==> config.mk <==
export PLATFORM = sky130hd
export DESIGN_NAME = bsb_ctrl
export DESIGN_NICKNAME = d
export VERILOG_FILES = /design/src/sv/bsb_pkg.sv /design/src/sv/bsb_ctrl.sv
export SDC_FILE = /design/constraint.sdc
export NUM_CORES = 1
export LEC_CHECK = 0
export BUFFER_PORTS_ARGS = -buffer_cell sky130_fd_sc_hd__buf_2
export CAP_MARGIN = 20
export CORE_ASPECT_RATIO = 1.1
export CORE_MARGIN = 1
export CORE_UTILIZATION = 50
export DETAILED_ROUTE_END_ITERATION = 6
export GPL_ROUTABILITY_DRIVEN = 0
export PLACE_DENSITY_LB_ADDON = 0.2
export SLEW_MARGIN = 20
export SYNTH_ARGS = -nofsm -noshare
export SYNTH_HDL_FRONTEND = slang
export SYNTH_SLANG_ARGS = --single-unit
==> constraint.sdc <==
create_clock -name clk_i -period 3 [get_ports clk_i]
set_input_delay 0.3 -clock clk_i [delete_from_list [all_inputs] [get_ports clk_i]]
set_output_delay 0.3 -clock clk_i [all_outputs]
set_load 0.01 [all_outputs]
==> src/sv/bsb_pkg.sv <==
package bsb_pkg;

  localparam int MaxDegreeDef = 5;
  localparam int FracBitsDef  = 24;
  localparam int KnotCount    = 7;
  localparam int DegW         = 3;
  localparam int DataW        = 32;
  localparam int DiffW        = 33;
  localparam logic [DegW-1:0] DegReset = 3'd3;

  // register indexes
  localparam logic [0:0] RegDegree = 1'b0;

  // controller to datapath commands
  typedef struct packed {
    logic       load;
    logic       init_lvl0;
    logic       div_start;
    logic       div_sel2;
    logic       combine;
    logic [2:0] j;
    logic [2:0] e;
  } bsb_cmd_t;

  typedef struct packed {
    logic div_busy;
  } bsb_sts_t;

endpackage

==> src/sv/bsb_ctrl.sv <==
module bsb_ctrl import bsb_pkg::*; #(
  parameter int MAX_DEGREE = MaxDegreeDef
) (
  input  logic            clk_i,
  input  logic            rst_ni,
  input  logic [DegW-1:0] degree_i,
  input  logic            in_valid_i,
  output logic            in_ready_o,
  output logic            out_valid_o,
  input  logic            out_ready_i,
  input  bsb_sts_t        sts_i,
  output bsb_cmd_t        cmd_o
);

  localparam logic [2:0] StIdle = 3'd0;
  localparam logic [2:0] StLvl0 = 3'd1;
  localparam logic [2:0] StDiv1 = 3'd2;
  localparam logic [2:0] StDiv2 = 3'd3;
  localparam logic [2:0] StComb = 3'd4;
  localparam logic [2:0] StOut  = 3'd5;
  localparam logic [2:0] StWait = 3'd6;

  logic [2:0] st_q, st_d;
  logic [2:0] j_q, j_d, e_q, e_d, deg_q, deg_d;
  logic       sel_q, sel_d;

  // load and level-0 init, then per entry wait for first ratio, then second, and combine; hold result until taken
  always_comb begin
    st_d  = st_q;
    j_d   = j_q;
    e_d   = e_q;
    deg_d = deg_q;
    sel_d = sel_q;
    cmd_o = '0;
    cmd_o.j = j_q;
    cmd_o.e = e_q;
    case (st_q)
      StIdle: begin
        if (in_valid_i) begin
          cmd_o.load = 1'b1;
          deg_d = (degree_i > 3'(MAX_DEGREE)) ? 3'(MAX_DEGREE) : degree_i;
          st_d  = StLvl0;
        end
      end
      StLvl0: begin
        cmd_o.init_lvl0 = 1'b1;
        j_d = 3'd0;
        e_d = 3'd1;
        st_d = (deg_q == 3'd0) ? StOut : StDiv1;
      end
      StDiv1: begin
        cmd_o.div_start = 1'b1;
        sel_d = 1'b0;
        st_d  = StWait;
      end
      StWait: begin
        if (!sts_i.div_busy) st_d = sel_q ? StComb : StDiv2;
      end
      StDiv2: begin
        cmd_o.div_start = 1'b1;
        cmd_o.div_sel2  = 1'b1;
        sel_d = 1'b1;
        st_d  = StWait;
      end
      StComb: begin
        cmd_o.combine = 1'b1;
        st_d = StDiv1;
        if (j_q + e_q == deg_q) begin
          j_d = 3'd0;
          if (e_q == deg_q) st_d = StOut;
          else e_d = e_q + 3'd1;
        end else begin
          j_d = j_q + 3'd1;
        end
      end
      StOut: begin
        if (out_ready_i) st_d = StIdle;
      end
      default: st_d = StIdle;
    endcase
  end

  always_ff @(posedge clk_i or negedge rst_ni) begin
    if (!rst_ni) begin
      st_q  <= StIdle;
      j_q   <= '0;
      e_q   <= '0;
      deg_q <= '0;
      sel_q <= 1'b0;
    end else begin
      st_q  <= st_d;
      j_q   <= j_d;
      e_q   <= e_d;
      deg_q <= deg_d;
      sel_q <= sel_d;
    end
  end

  assign in_ready_o  = (st_q == StIdle);
  assign out_valid_o = (st_q == StOut);

endmodule

==> metrics <==
most common library cells after synthesis dfrtp_1 (13), inv_1 (10), nand2_1 (10); I/O Pins 21; grt ovf 0; Final #Nets between 100 and 150; Top delay family on crit path XOR/XNOR gates; num rows 15; clock buffer depth 2; Worst Setup Start Kind flop; Synth cell types 38; drt initial violations 7; Antenna Cells 0; Slew @ Worst Pin approximately 0.5 ns; Peak VDD IR 0.000552 V; Rel. slew slack 66.9%; Vias/cell 5.44; Top FF cell, synth dfrtp_1; CP most frequent cell xor2_1; Mapped Nets 108; max-slew violations 0; Post-Route Skew 0.0114 ns; area share of the largest cell type after synthesis between 30% and 40%; footprint of the multi-input gates 493 µm²; Max Clock Freq 0.431 GHz; WP data arrival 2.48 ns; outcome completed; # H-tree levels 1; final hold violations 0; area grow syn2layout 15.2%; Area contributors post-synth dfrtp_1 (37%), xor2_1 (6.0%), ha_1 (4.3%), inv_1 (4.3%), nand2_1 (4.3%); Clock Latency Late Sink 0.27 ns; Place WS around 0.66 ns; clock sinks 13; first-pass GRT wire length 2890 µm; Core Area about 1600 µm²; power per cell area ~1100 nW/µm²; final wirelength 1610 µm; Port Buffers 20; Post-synth EDFFs 0; Die ar. slightly below 2000 µm²; dpl hpwl approximately 1300 µm; Post-Synth Adder-Cell Area 6.54%; xor and xnor area share after synthesis 7.97%; Crit path required time 3.16 ns; Post-CTS Resized 0; async set or reset register ratio after synthesis 100%; clock root cell clkbuf_4; Final setup viols 0; vias in the first global route 679; RSZ-0062 raised after global routing no; Vert. Die Dim roughly 46 µm; Max-cap violations 0; DRT Pass-1 Iters 4; Worst-path clk slew 0.09 ns; post-route setup slack 0.678 ns; layout cells sized above 1 a little over a quarter; Syn Inst Count 96; number of CTS-inserted buffers 3; CP endpoint kind flop; die width 42.0 µm; initial cell density of the core 54.5%; TritonCTS clock tree done; leakage 0.000512 µW; final period utilization 77.4%; filler cell count between 150 and 200; worst path bufs/invs 1; Mean Syn Cell Area 9.16 µm²; largest net degree at the start of global routing 14; Critical Path Fanout Max 6; Seq cells post-synth 13; flip-flop and latch area 325 µm²; crit path max-delay cell type dfrtp_1; mapped cell area 880 µm²; # hold bufs at CTS 1; Synth warnings 0; via count 735; all-layer global routing usage 20.2%; DRC Markers 0; Tot Pwr 1100 µW; post-layout util 62.8%; main combinational cell family by area after synthesis simple AND/OR/NAND/NOR gates; Setup Fix Bufs, Post-CTS 0; max incr delay on CP around 0.45 ns; register area share after synthesis a little under two fifths; WS Path Type reg2reg; Antenna Nets Post-Route 0; min cycle time layout 2.32 ns; post-route setup TNS 0 ns; Simple-Gate Fraction of Synth Area approximately 24%; worst min-delay path class in2reg; DR WL/cell 11.9 µm; largest area contributor in the netlist dfrtp_1; Compound-Gate Fraction of Synth Area around an eighth; WHS approximately 0.28 ns; count leader, synth dfrtp_1; CP cell instances ha_1 -> inv_1 -> fa_1 -> xor2_1 -> xor2_1 -> and3_2 -> mux2_1; initial antenna violation count 0; post-synthesis mux area share between 4 and 5%
power by group:
part	total (µW)	switching, µW	internal [µW]	leakage, µW
Combinational	634	356	278	0.000334
Sequential	359	107	253	0.000163
Clock	106	55.0	51.4	0.0000150
sequential cells by signal (all words and copies together) (netlist names):
name,count
deg_q,3
j_q,3
sel_q,1
st_q,3
e_q,3
logic make-up (layout without fill, tap and decap cells):
kind of cell,Yosys count,after routing
and+or+nand+nor,37,37
AOI/OAI and AO/OA,17,17
DFF,13,13
buffers and inverters,13,35
xor gates and xnor gates,8,8
adders and majority gates,4,4
muxes,4,4
layer usage:
layer / up-vias / share of wire, % / global-route usage (%)
li1: 376 / - / -
met1: 338 / 47 / 25.4
met2: 19 / 48 / 35.9
met3: 2 / 3.2 / 1.19
met4: 0 / 1.2 / 9.68
met5: - / 0 / 0
worst reg2reg max path, stage by stage (launching register included):
cell	delay (ns)
dfrtp_1	0.45
ha_1	0.17
inv_1	0.05
fa_1	0.38
xor2_1	0.32
xor2_1	0.26
and3_2	0.25
mux2_1	0.32
path summary, 6_finish.rpt:
path | start | end | slack, ns | cells after the start
max | e_q[0] | e_q[1] | 0.68 | 7
max in group asynchronous | rst_ni | st_q[2] | 2.34 | 2
min | degree_i[2] | deg_q[2] | 0.28 | 2
min reg2reg | sel_q | st_q[2] | 0.51 | 2
min in group asynchronous | rst_ni | e_q[1] | 0.43 | 2
max reg2reg | e_q[0] | e_q[1] | 0.68 | 7
metrics by stage:
| step | cell area, µm² | cells |
|---|---|---|
| 4_1_cts | 1010 | 135 |
| 3_5_place_dp | 977 | 130 |
| 3_3_place_gp | 977 | 130 |
| 6_report | 1010 | 135 |
| 2_1_floorplan | 880 | 96 |
| 5_1_grt | 1010 | 135 |
final cells by class:
cell class                      count  area share (%)
Clock buffer                        4            2.59
Inverter                           10            3.70
Multi-Input combinational cell     70            48.6
Sequential cell                    13            32.1
Tap cell                           17            2.10
Timing Repair Buffer               21            10.9
placed cells by master (no fill, tap or decap), types with 2 or more instances in the layout:
master and n:
a21oi_1 3, mux2_1 2, nand3_1 3, dfrtp_1 13
xnor2_1 2, buf_2 20, inv_1 10, nor3_1 3
xor2_1 6, ha_1 3, nor2_1 7, nand2_1 10
nand4_1 2, o21ai_0 7, clkbuf_4 3
No activity file was read; power rests on OpenSTA's default activity.
